`src/hw/rtl/acc_pkg.sv`:
```
// Shared types, codes and reset values of the awning command controller.
package acc_pkg;

    localparam int ADC_BITS_DEF    = 10;
    localparam int QUEUE_DEPTH_DEF = 2;
    localparam int SAMPLE_W        = 10;
    localparam int MAX_BEATS       = 3;

    typedef logic [1:0] t_opcode;
    localparam t_opcode OP_SERIAL = 2'd0;
    localparam t_opcode OP_TEMP   = 2'd1;
    localparam t_opcode OP_LIGHT  = 2'd2;
    localparam t_opcode OP_DIST   = 2'd3;

    localparam logic [7:0] CMD_GET_TEMP        = 8'd21;
    localparam logic [7:0] CMD_GET_TEMP_LIMIT  = 8'd22;
    localparam logic [7:0] CMD_GET_LIGHT       = 8'd23;
    localparam logic [7:0] CMD_GET_LIGHT_LIMIT = 8'd24;
    localparam logic [7:0] CMD_GET_MAX_DOWN    = 8'd25;
    localparam logic [7:0] CMD_GET_MIN_DOWN    = 8'd26;
    localparam logic [7:0] CMD_GET_ROLLED_UP   = 8'd27;
    localparam logic [7:0] CMD_GET_DISTANCE    = 8'd28;
    localparam logic [7:0] CMD_GET_MOTION      = 8'd29;
    localparam logic [7:0] CMD_SET_TEMP_LIMIT  = 8'd41;
    localparam logic [7:0] CMD_SET_LIGHT_LIMIT = 8'd42;
    localparam logic [7:0] CMD_SET_MAX_DOWN    = 8'd43;
    localparam logic [7:0] CMD_SET_MIN_DOWN    = 8'd44;
    localparam logic [7:0] CMD_MARK_DOWN       = 8'd45;
    localparam logic [7:0] CMD_MARK_UP         = 8'd46;
    localparam logic [7:0] CMD_MANUAL          = 8'd47;
    localparam logic [7:0] CMD_AUTOMATIC       = 8'd48;
    localparam logic [7:0] CMD_START_ROLL      = 8'd50;

    localparam logic [7:0] RPL_ONE_BYTE  = 8'd12;
    localparam logic [7:0] RPL_TWO_BYTES = 8'd13;
    localparam logic [7:0] RPL_DONE      = 8'd11;
    localparam logic [7:0] RPL_ZERO      = 8'd2;

    typedef enum logic [2:0] {
        PEND_NONE  = 3'd0,
        PEND_TEMP  = 3'd1,
        PEND_LIGHT = 3'd2,
        PEND_MAXD  = 3'd3,
        PEND_MIND  = 3'd4
    } t_pend;

    localparam logic [7:0]  RST_TEMP_LIMIT  = 8'd174;
    localparam logic [15:0] RST_LIGHT_LIMIT = 16'd500;
    localparam logic [15:0] RST_MAX_DOWN    = 16'd400;
    localparam logic [15:0] RST_MIN_DOWN    = 16'd40;

    typedef struct packed {
        logic [1:0]          opcode;
        logic [7:0]          rx_byte;
        logic [SAMPLE_W-1:0] sample;
        logic [15:0]         distance;
    } t_cmd;

    typedef struct packed {
        logic       has_byte;
        logic [7:0] tx_byte;
        logic       last;
        logic       red_led;
        logic       green_led;
        logic       moving;
    } t_rsp;

    typedef struct packed {
        logic [1:0]                     last_idx;
        logic                           has_byte;
        logic [MAX_BEATS-1:0][7:0]      bytes;
        logic                           red;
        logic                           green;
        logic                           moving;
    } t_rec;

    typedef struct packed {
        logic valid;
        t_rec rec;
    } t_q_head;

endpackage

```
`src/hw/rtl/acc_stream_if.sv`:
```
// Valid/ready stream channel carrying one payload per beat.
interface acc_stream_if #(
    parameter type T = logic
);
    logic valid;
    logic ready;
    T     data;

    modport source (output valid, output data, input ready);
    modport sink   (input valid, input data, output ready);
endinterface

```
`src/hw/rtl/awning_command_controller.sv`:
```
// Top level of the awning command controller.
//
// Input channel i_cmd carries one item per beat: a serial command byte, a
// temperature or light sample, or a distance measurement. Output channel
// o_rsp carries result beats; each item yields one to three beats, the last
// one flagged by last, and every beat shows the lamps and motion flag as
// they stand after the item.
// The front end handles an accepted item in the cycle of acceptance and
// writes one reply record into a queue of QUEUE_DEPTH entries, where it is
// registered. The back end sends one beat per cycle while the receiver is
// ready; an item has one beat for sensor events and most commands, two or
// three for read-back commands, and the front end takes a new item every
// cycle while the queue has room.
// Reset restores the default limits and state, rolled up with the red lamp
// on, and empties the queue. When the receiver stalls, the current beat is
// held, the queue fills, and i_cmd.ready drops until space frees up.
module awning_command_controller #(
    parameter int ADC_BITS    = acc_pkg::ADC_BITS_DEF,
    parameter int QUEUE_DEPTH = acc_pkg::QUEUE_DEPTH_DEF
) (
    input  logic         i_clk,
    input  logic         i_rst_n,
    acc_stream_if.sink   i_cmd,
    acc_stream_if.source o_rsp
);
    import acc_pkg::*;

    logic    push;
    logic    pop;
    logic    q_full;
    t_rec    rec;
    t_q_head head;
    t_rsp    rsp;

    acc_front #(
        .ADC_BITS (ADC_BITS)
    ) u_front (
        .i_clk    (i_clk),
        .i_rst_n  (i_rst_n),
        .i_cmd    (i_cmd),
        .i_q_full (q_full),
        .o_push   (push),
        .o_rec    (rec)
    );

    acc_queue #(
        .DEPTH (QUEUE_DEPTH)
    ) u_queue (
        .i_clk   (i_clk),
        .i_rst_n (i_rst_n),
        .i_push  (push),
        .i_rec   (rec),
        .i_pop   (pop),
        .o_full  (q_full),
        .o_head  (head)
    );

    acc_back u_back (
        .i_clk   (i_clk),
        .i_rst_n (i_rst_n),
        .i_head  (head),
        .o_pop   (pop),
        .o_rsp   (o_rsp)
    );

    assign rsp = o_rsp.data;

    a_lamps_exclusive: assert property (@(posedge i_clk) disable iff (!i_rst_n)
        o_rsp.valid |-> !(rsp.red_led && rsp.green_led))
        else $error("both lamps lit in one beat");

    a_moving_lamps_off: assert property (@(posedge i_clk) disable iff (!i_rst_n)
        (o_rsp.valid && rsp.moving) |-> (!rsp.red_led && !rsp.green_led))
        else $error("lamp lit while rolling");

    a_multi_beat_has_byte: assert property (@(posedge i_clk) disable iff (!i_rst_n)
        (o_rsp.valid && !rsp.last) |-> rsp.has_byte)
        else $error("non-final beat without a reply byte");

    a_empty_beat_zero: assert property (@(posedge i_clk) disable iff (!i_rst_n)
        (o_rsp.valid && !rsp.has_byte) |-> (rsp.tx_byte == 8'd0))
        else $error("empty beat carries a nonzero byte");

    a_full_blocks_input: assert property (@(posedge i_clk) disable iff (!i_rst_n)
        q_full |-> !push)
        else $error("queue written while full");
endmodule

```
`src/hw/rtl/acc_front.sv`:
```
// Front end: accepts input items, updates controller state and builds reply records.
module acc_front #(
    parameter int ADC_BITS = acc_pkg::ADC_BITS_DEF
) (
    input  logic          i_clk,
    input  logic          i_rst_n,
    acc_stream_if.sink    i_cmd,
    input  logic          i_q_full,
    output logic          o_push,
    output acc_pkg::t_rec o_rec
);
    import acc_pkg::*;

    localparam logic [SAMPLE_W-1:0] SampleMask = (ADC_BITS >= SAMPLE_W) ? {SAMPLE_W{1'b1}}
        : SAMPLE_W'((32'd1 << ADC_BITS) - 32'd1);

    logic                r_rolled_up, n_rolled_up;
    logic                r_manual, n_manual;
    logic                r_motion, n_motion;
    logic [7:0]          r_temp_limit, n_temp_limit;
    logic [15:0]         r_light_limit, n_light_limit;
    logic [15:0]         r_max_down, n_max_down;
    logic [15:0]         r_min_down, n_min_down;
    logic [SAMPLE_W-1:0] r_last_temp, n_last_temp;
    logic [SAMPLE_W-1:0] r_last_light, n_last_light;
    logic [15:0]         r_last_dist, n_last_dist;
    t_pend               r_pend, n_pend;
    logic                r_phase, n_phase;
    logic [7:0]          r_held, n_held;
    logic                r_red, n_red;
    logic                r_green, n_green;

    t_cmd                cmd;
    logic [SAMPLE_W-1:0] smp;
    logic [15:0]         word;
    logic [15:0]         light_word;
    logic [15:0]         roll_limit;
    t_rec                rec;

    assign cmd         = i_cmd.data;
    assign i_cmd.ready = !i_q_full;
    assign o_push      = i_cmd.valid && !i_q_full;
    assign smp         = cmd.sample & SampleMask;
    assign word        = {r_held, cmd.rx_byte};
    assign light_word  = 16'(r_last_light);
    assign roll_limit  = r_rolled_up ? r_min_down : (r_max_down - r_min_down);

    always_comb begin
        n_rolled_up   = r_rolled_up;
        n_manual      = r_manual;
        n_motion      = r_motion;
        n_temp_limit  = r_temp_limit;
        n_light_limit = r_light_limit;
        n_max_down    = r_max_down;
        n_min_down    = r_min_down;
        n_last_temp   = r_last_temp;
        n_last_light  = r_last_light;
        n_last_dist   = r_last_dist;
        n_pend        = r_pend;
        n_phase       = r_phase;
        n_held        = r_held;
        n_red         = r_red;
        n_green       = r_green;
        rec           = '0;

        case (cmd.opcode)
            OP_SERIAL: begin
                if (r_pend != PEND_NONE) begin
                    case (r_pend)
                        PEND_TEMP: begin
                            n_temp_limit  = cmd.rx_byte;
                            n_pend        = PEND_NONE;
                            rec.has_byte  = 1'b1;
                            rec.bytes[0]  = (cmd.rx_byte == 8'd0) ? RPL_ZERO : RPL_ONE_BYTE;
                        end
                        PEND_LIGHT, PEND_MAXD, PEND_MIND: begin
                            if (!r_phase) begin
                                n_held  = cmd.rx_byte;
                                n_phase = 1'b1;
                            end else begin
                                n_phase      = 1'b0;
                                n_pend       = PEND_NONE;
                                rec.has_byte = 1'b1;
                                if (r_pend == PEND_LIGHT) begin
                                    n_light_limit = word;
                                    rec.bytes[0]  = RPL_ONE_BYTE;
                                end else begin
                                    if (r_pend == PEND_MAXD) begin
                                        n_max_down = word;
                                    end else begin
                                        n_min_down = word;
                                    end
                                    rec.bytes[0] = (word == 16'd0) ? RPL_ZERO : RPL_DONE;
                                end
                            end
                        end
                        default: begin
                            n_pend  = PEND_NONE;
                            n_phase = 1'b0;
                        end
                    endcase
                end else begin
                    case (cmd.rx_byte)
                        CMD_GET_TEMP, CMD_GET_TEMP_LIMIT, CMD_GET_ROLLED_UP,
                        CMD_GET_MOTION: begin
                            rec.has_byte = 1'b1;
                            rec.last_idx = 2'd1;
                            rec.bytes[0] = RPL_ONE_BYTE;
                            if (cmd.rx_byte == CMD_GET_TEMP) begin
                                rec.bytes[1] = r_last_temp[7:0];
                            end else if (cmd.rx_byte == CMD_GET_TEMP_LIMIT) begin
                                rec.bytes[1] = r_temp_limit;
                            end else if (cmd.rx_byte == CMD_GET_ROLLED_UP) begin
                                rec.bytes[1] = {7'd0, r_rolled_up};
                            end else begin
                                rec.bytes[1] = {7'd0, r_motion};
                            end
                        end
                        CMD_GET_LIGHT: begin
                            rec.has_byte = 1'b1;
                            rec.last_idx = 2'd2;
                            rec.bytes    = {light_word[7:0], light_word[15:8], RPL_TWO_BYTES};
                        end
                        CMD_GET_LIGHT_LIMIT: begin
                            rec.has_byte = 1'b1;
                            rec.last_idx = 2'd2;
                            rec.bytes    = {r_light_limit[7:0], r_light_limit[15:8],
                                            RPL_TWO_BYTES};
                        end
                        CMD_GET_MAX_DOWN: begin
                            rec.has_byte = 1'b1;
                            rec.last_idx = 2'd2;
                            rec.bytes    = {r_max_down[7:0], r_max_down[15:8], RPL_TWO_BYTES};
                        end
                        CMD_GET_MIN_DOWN: begin
                            rec.has_byte = 1'b1;
                            rec.last_idx = 2'd2;
                            rec.bytes    = {r_min_down[7:0], r_min_down[15:8], RPL_TWO_BYTES};
                        end
                        CMD_GET_DISTANCE: begin
                            rec.has_byte = 1'b1;
                            rec.last_idx = 2'd2;
                            rec.bytes    = {r_last_dist[7:0], r_last_dist[15:8],
                                            RPL_TWO_BYTES};
                        end
                        CMD_SET_TEMP_LIMIT: begin
                            n_pend  = PEND_TEMP;
                            n_phase = 1'b0;
                        end
                        CMD_SET_LIGHT_LIMIT: begin
                            n_pend  = PEND_LIGHT;
                            n_phase = 1'b0;
                        end
                        CMD_SET_MAX_DOWN: begin
                            n_pend  = PEND_MAXD;
                            n_phase = 1'b0;
                        end
                        CMD_SET_MIN_DOWN: begin
                            n_pend  = PEND_MIND;
                            n_phase = 1'b0;
                        end
                        CMD_MARK_DOWN, CMD_MARK_UP: begin
                            n_rolled_up  = (cmd.rx_byte == CMD_MARK_UP);
                            rec.has_byte = 1'b1;
                            rec.bytes[0] = RPL_DONE;
                            if (!r_motion) begin
                                n_red   = n_rolled_up;
                                n_green = !n_rolled_up;
                            end
                        end
                        CMD_MANUAL, CMD_AUTOMATIC: begin
                            n_manual     = (cmd.rx_byte == CMD_MANUAL);
                            rec.has_byte = 1'b1;
                            rec.bytes[0] = RPL_DONE;
                        end
                        CMD_START_ROLL: begin
                            n_motion     = 1'b1;
                            n_red        = 1'b0;
                            n_green      = 1'b0;
                            rec.has_byte = 1'b1;
                            rec.bytes[0] = RPL_DONE;
                        end
                        default: begin
                        end
                    endcase
                end
            end
            OP_TEMP: begin
                n_last_temp = smp;
                if (!r_manual && r_rolled_up && (smp >= SAMPLE_W'(r_temp_limit))) begin
                    n_motion = 1'b1;
                    n_red    = 1'b0;
                    n_green  = 1'b0;
                end
            end
            OP_LIGHT: begin
                n_last_light = smp;
                if (!r_manual && r_rolled_up && (16'(smp) >= r_light_limit)) begin
                    n_motion = 1'b1;
                    n_red    = 1'b0;
                    n_green  = 1'b0;
                end
            end
            default: begin
                n_last_dist = cmd.distance;
                if (r_motion && (cmd.distance < roll_limit)) begin
                    n_motion    = 1'b0;
                    n_rolled_up = !r_rolled_up;
                    n_red       = !r_rolled_up;
                    n_green     = r_rolled_up;
                end
            end
        endcase

        rec.red    = n_red;
        rec.green  = n_green;
        rec.moving = n_motion;
    end

    assign o_rec = rec;

    always_ff @(posedge i_clk) begin
        if (!i_rst_n) begin
            r_rolled_up   <= 1'b1;
            r_manual      <= 1'b0;
            r_motion      <= 1'b0;
            r_temp_limit  <= RST_TEMP_LIMIT;
            r_light_limit <= RST_LIGHT_LIMIT;
            r_max_down    <= RST_MAX_DOWN;
            r_min_down    <= RST_MIN_DOWN;
            r_last_temp   <= '0;
            r_last_light  <= '0;
            r_last_dist   <= '0;
            r_pend        <= PEND_NONE;
            r_phase       <= 1'b0;
            r_held        <= '0;
            r_red         <= 1'b1;
            r_green       <= 1'b0;
        end else if (o_push) begin
            r_rolled_up   <= n_rolled_up;
            r_manual      <= n_manual;
            r_motion      <= n_motion;
            r_temp_limit  <= n_temp_limit;
            r_light_limit <= n_light_limit;
            r_max_down    <= n_max_down;
            r_min_down    <= n_min_down;
            r_last_temp   <= n_last_temp;
            r_last_light  <= n_last_light;
            r_last_dist   <= n_last_dist;
            r_pend        <= n_pend;
            r_phase       <= n_phase;
            r_held        <= n_held;
            r_red         <= n_red;
            r_green       <= n_green;
        end
    end
endmodule

```
`src/hw/rtl/acc_queue.sv`:
```
// Small register queue of reply records between the front and back ends.
module acc_queue #(
    parameter int DEPTH = acc_pkg::QUEUE_DEPTH_DEF
) (
    input  logic             i_clk,
    input  logic             i_rst_n,
    input  logic             i_push,
    input  acc_pkg::t_rec    i_rec,
    input  logic             i_pop,
    output logic             o_full,
    output acc_pkg::t_q_head o_head
);
    import acc_pkg::*;

    localparam int PtrW = (DEPTH > 1) ? $clog2(DEPTH) : 1;
    localparam int CntW = $clog2(DEPTH + 1);

    t_rec            r_mem [DEPTH];
    logic [PtrW-1:0] r_wr, n_wr;
    logic [PtrW-1:0] r_rd, n_rd;
    logic [CntW-1:0] r_cnt;
    logic            pop;

    assign o_full      = (r_cnt == CntW'(DEPTH));
    assign o_head.valid = (r_cnt != '0);
    assign o_head.rec   = r_mem[r_rd];
    assign pop          = i_pop && o_head.valid;
    assign n_wr = (r_wr == PtrW'(DEPTH - 1)) ? '0 : r_wr + PtrW'(1);
    assign n_rd = (r_rd == PtrW'(DEPTH - 1)) ? '0 : r_rd + PtrW'(1);

    always_ff @(posedge i_clk) begin
        if (i_push) begin
            r_mem[r_wr] <= i_rec;
        end
    end

    always_ff @(posedge i_clk) begin
        if (!i_rst_n) begin
            r_wr  <= '0;
            r_rd  <= '0;
            r_cnt <= '0;
        end else begin
            if (i_push) begin
                r_wr <= n_wr;
            end
            if (pop) begin
                r_rd <= n_rd;
            end
            if (i_push && !pop) begin
                r_cnt <= r_cnt + CntW'(1);
            end else if (pop && !i_push) begin
                r_cnt <= r_cnt - CntW'(1);
            end
        end
    end
endmodule

```
`src/hw/rtl/acc_back.sv`:
```
// Back end: sends the beats of the reply record at the head of the queue.
module acc_back (
    input  logic             i_clk,
    input  logic             i_rst_n,
    input  acc_pkg::t_q_head i_head,
    output logic             o_pop,
    acc_stream_if.source     o_rsp
);
    import acc_pkg::*;

    logic [1:0] r_idx;
    logic       is_last;
    t_rsp       rsp;

    assign is_last = (r_idx == i_head.rec.last_idx);

    always_comb begin
        rsp.has_byte  = i_head.rec.has_byte;
        rsp.tx_byte   = i_head.rec.has_byte ? i_head.rec.bytes[r_idx] : 8'd0;
        rsp.last      = is_last;
        rsp.red_led   = i_head.rec.red;
        rsp.green_led = i_head.rec.green;
        rsp.moving    = i_head.rec.moving;
    end

    assign o_rsp.valid = i_head.valid;
    assign o_rsp.data  = rsp;
    assign o_pop       = i_head.valid && o_rsp.ready && is_last;

    always_ff @(posedge i_clk) begin
        if (!i_rst_n) begin
            r_idx <= '0;
        end else if (i_head.valid && o_rsp.ready) begin
            r_idx <= is_last ? 2'd0 : r_idx + 2'd1;
        end
    end
endmodule
```
`src/flat_wrapper.sv`:
```
// flat-port wrapper written by rule: the top's interface ports become plain ports
module awning_command_controller_flat import acc_pkg::*;
#(
    parameter int ADC_BITS    = acc_pkg::ADC_BITS_DEF,
    parameter int QUEUE_DEPTH = acc_pkg::QUEUE_DEPTH_DEF
)
  (i_clk, i_rst_n, i_cmd_valid, i_cmd_data, i_cmd_ready, o_rsp_valid, o_rsp_data, o_rsp_ready);
  acc_stream_if i_cmd_i ();
  acc_stream_if o_rsp_i ();
  input  logic i_clk;
  input  logic i_rst_n;
  input wire logic [$bits(i_cmd_i.valid)-1:0] i_cmd_valid;
  input wire logic [$bits(i_cmd_i.data)-1:0] i_cmd_data;
  output wire logic [$bits(i_cmd_i.ready)-1:0] i_cmd_ready;
  output wire logic [$bits(o_rsp_i.valid)-1:0] o_rsp_valid;
  output wire logic [$bits(o_rsp_i.data)-1:0] o_rsp_data;
  input wire logic [$bits(o_rsp_i.ready)-1:0] o_rsp_ready;
  assign i_cmd_i.valid = i_cmd_valid;
  assign i_cmd_i.data = i_cmd_data;
  assign i_cmd_ready = i_cmd_i.ready;
  assign o_rsp_valid = o_rsp_i.valid;
  assign o_rsp_data = o_rsp_i.data;
  assign o_rsp_i.ready = o_rsp_ready;
  awning_command_controller #(.ADC_BITS(ADC_BITS), .QUEUE_DEPTH(QUEUE_DEPTH)) u_core (.i_clk(i_clk), .i_rst_n(i_rst_n), .i_cmd(i_cmd_i), .o_rsp(o_rsp_i));
endmodule
```
`config.mk`:
```
export PLATFORM = sky130hd
export DESIGN_NAME = awning_command_controller_flat
export DESIGN_NICKNAME = d
export VERILOG_FILES = /design/src/hw/rtl/acc_pkg.sv /design/src/hw/rtl/acc_stream_if.sv /design/src/hw/rtl/awning_command_controller.sv /design/src/hw/rtl/acc_front.sv /design/src/hw/rtl/acc_queue.sv /design/src/hw/rtl/acc_back.sv /design/src/flat_wrapper.sv
export SDC_FILE = /design/constraint.sdc
export NUM_CORES = 1
export LEC_CHECK = 0
export BUFFER_PORTS_ARGS = -buffer_cell sky130_fd_sc_hd__buf_2
export CAP_MARGIN = 20
export CORE_AREA = 2 2 39 41
export DETAILED_ROUTE_END_ITERATION = 12
export DIE_AREA = 0 0 41 43
export MAX_ROUTING_LAYER = met4
export PLACE_DENSITY = 0.46
export SLEW_MARGIN = 20
export SYNTH_ARGS = -nofsm -noshare
export SYNTH_HDL_FRONTEND = slang
export SYNTH_SLANG_ARGS = --single-unit
```
`constraint.sdc`:
```
create_clock -name i_clk -period 3.1 [get_ports i_clk]
set_input_delay 0.31 -clock i_clk [delete_from_list [all_inputs] [get_ports i_clk]]
set_output_delay 0.31 -clock i_clk [all_outputs]
set_load 0.01 [all_outputs]
```
==> impl_metrics.ini <==
[sta]
rsz0062_at_grt = no
final.setup_skew_ns = 0.000172
clock.fmax_ghz = 0.648
final.period_utilization = 0.498
whs_ns = 0.327
finalHoldViolations = 0
min_period_ns = 1.54
finalSetupViolations = 0
worst_slack_ns = 1.56
tns_ns = 0
drv_slew = 0

[grt]
grt_overflow_total = 0
grt_pass1_wl_um = 676
antenna_found_initial = 0
grt_max_degree = 6
grt_usage = 0.0637
first_global_vias = 181

[worst_setup_path]
cp-start-kind = register
reg2reg_to = u_core.u_queue.r_cnt[1]
worst-endpoint-arrival_ns = 1.71
cp.required_ns = 3.26
crit_fanout = 5
worstSetupStartpoint = u_core.u_queue.r_cnt[0]
endpoint_kind = register
r2r-start = u_core.u_queue.r_cnt[0]
critPathKind = reg2reg
worst-r2r-cell-count = 5
reg2reg_setup_slack_ns = 1.56

[clocking]
cts_made_buffers = 3
clk-insertion-delay-late_ns = 0.23
cts_resized = 0
cts_max_path_buffers = 2
cts.root.buffer_cell = clkbuf_4
htree_levels = 1
cts_hold_buf = 0
cts_setup_buffers = 0
cts_tree = yes
numClockSinks = 4
cts.clk_slew.worst_paths_ns = 0.04

[power]
pwr-share-seq = 0.324
cellPowerDensity_nw_per_um2 = 790
netSwitchingPower_uw = 77.4
p_leak_uw = 0.000134
internal-power_uw = 160
peakVddDrop_mv = 0.259
comb_power_share = 0.407
power.share.clock = 0.269
swShare = 0.326

[synth]
synth_cells = 26
yosysUniqueCellTypes = 17
synth_seq_cells = 4
syn_area_per_cell_um2 = 9.24
syn-num-nets = 34
yosysSeqAreaShare = 0.333
synth_area_um2 = 240
synth_warnings = 0

[routing]
first_pass_iters = 1
wl_per_cell_um = 7.39
wl_um = 362
viasPerCell = 3.69
antenna_left = 0
num_vias = 181
drt_iter0_drc = 0
drc = 0

[place]
routabilityCongestion = 0.639
dp_worst_setup_slack_ns = 1.55
io_buffers = 5
place_hpwl_um = 303
placed_cells = 46

[run]
cap_violations = 0

[floorplan]
row_count = 14
die_h_um = 43
core_um2 = 1380
start_util = 0.174
die-area_um2 = 1760
num_io_pins = 8
dieWidth_um = 41

[finish]
register_area_um2 = 80.1
final_nets = 43
fillers = 159
diodes = 0
multi_input_area_um2 = 145
final_cells = 49
drive_above_1_share = 0.273
fin_util = 0.217
area_growth_pct = 25.0

[hold_path]
hp-start = i_rst_n
hold_class = in2reg
whs_path_depth = 2
holdPathEnd = u_core.u_queue.r_cnt[0]

[status]
run_status = finished, final reports clean
[sequential cells by signal (all words and copies together) (netlist names)]
register and count:
u_core.u_back.r_idx 2, u_core.u_queue.r_cnt 2
[worst max-delay path: stages (launching register included)]
cell and delay [ns]:
dfxtp_1 0.35, or2_2 0.29, nand3_1 0.09, ha_1 0.25, or3_1 0.35, a21boi_1 0.14
[area by class of cell]
| cell class | instances | share of cell area |
|---|---|---|
| Timing Repair Buffer | 5 | 0.0833 |
| Inverter | 2 | 0.0250 |
| Clock buffer | 3 | 0.0750 |
| Sequential cell | 4 | 0.267 |
| Multi-Input combinational cell | 19 | 0.483 |
| Tap cell | 16 | 0.0667 |
[cell usage in the layout (no fill, tap or decap), drive strengths merged]
| master | count |
|---|---|
| and2 | 2 |
| inv | 2 |
| a21boi | 1 |
| o21ai | 2 |
| clkbuf | 3 |
| mux2i | 2 |
| xor2 | 1 |
| nand2b | 1 |
| ha | 3 |
| or3 | 1 |
| conb | 1 |
| dfxtp | 4 |
| xnor2 | 1 |
| nor2b | 2 |
| or2 | 1 |
| buf | 5 |
| nand3 | 1 |
[worst max-delay path by stage]
stage,end,slack (ns)
floorplan,u_core.u_queue.r_cnt[1],1.56
global placement,u_core.u_queue.r_cnt[1],1.55
detailed placement,u_core.u_queue.r_cnt[1],1.55
CTS,u_core.u_queue.r_cnt[1],1.54
global route,u_core.u_queue.r_cnt[1],1.44
finish,u_core.u_queue.r_cnt[1],1.56
[per-stage QoR]
step	power (uW)	area, um2
6_report	237	300
5_1_grt	265	300
4_1_cts	242	300
3_5_place_dp	176	278
3_3_place_gp	175	278
2_1_floorplan	151	240
[per-layer routing]
layer / vias to the layer above / share of wire / GRT usage
li1: 97 / - / -
met1: 75 / 0.47 / 0.0769
met2: 7 / 0.38 / 0.0625
met3: 2 / 0.094 / 0.0314
met4: 0 / 0.052 / 0.0800
met5: - / 0 / -
[cell families (layout without fill, tap and decap cells)]
family                   count (synthesis)  after routing  share of synthesized area
AND/OR/NAND/NOR                          8              8                      0.203
flip-flops                               4              4                      0.333
buffers and inverters                    3             10                     0.0625
multiplexers                             2              2                     0.0833
AO/OA/AOI/OAI                            3              3                     0.0729
adder cells (fa/ha/maj)                  3              3                      0.156
other                                    1              1                     0.0156
XOR/XNOR                                 2              2                     0.0729
[synth_stat cells, drive strengths merged]
library cell,n,area (um2)
dfxtp,4,80.1
ha,3,37.5
and2,2,12.5
inv,2,7.51
mux2i,2,20.0
nor2b,2,12.5
o21ai,2,10.0
a21boi,1,7.51
buf,1,7.51
conb,1,3.75
nand2b,1,6.26
nand3,1,5.00
or2,1,6.26
or3,1,6.26
xnor2,1,8.76
xor2,1,8.76
[power by group through the flow]
stage / sequential (uW) / combinational [uW] / clock [uW]
floorplan: 74.4 / 76.4 / 0
global placement: 77.8 / 97.7 / 0
detailed placement: 78.3 / 97.8 / 0
CTS: 77.5 / 98.6 / 66.1
global route: 79.6 / 112 / 73.2
finish: 76.8 / 96.4 / 63.9
No activity file was read; power rests on OpenSTA's default activity.
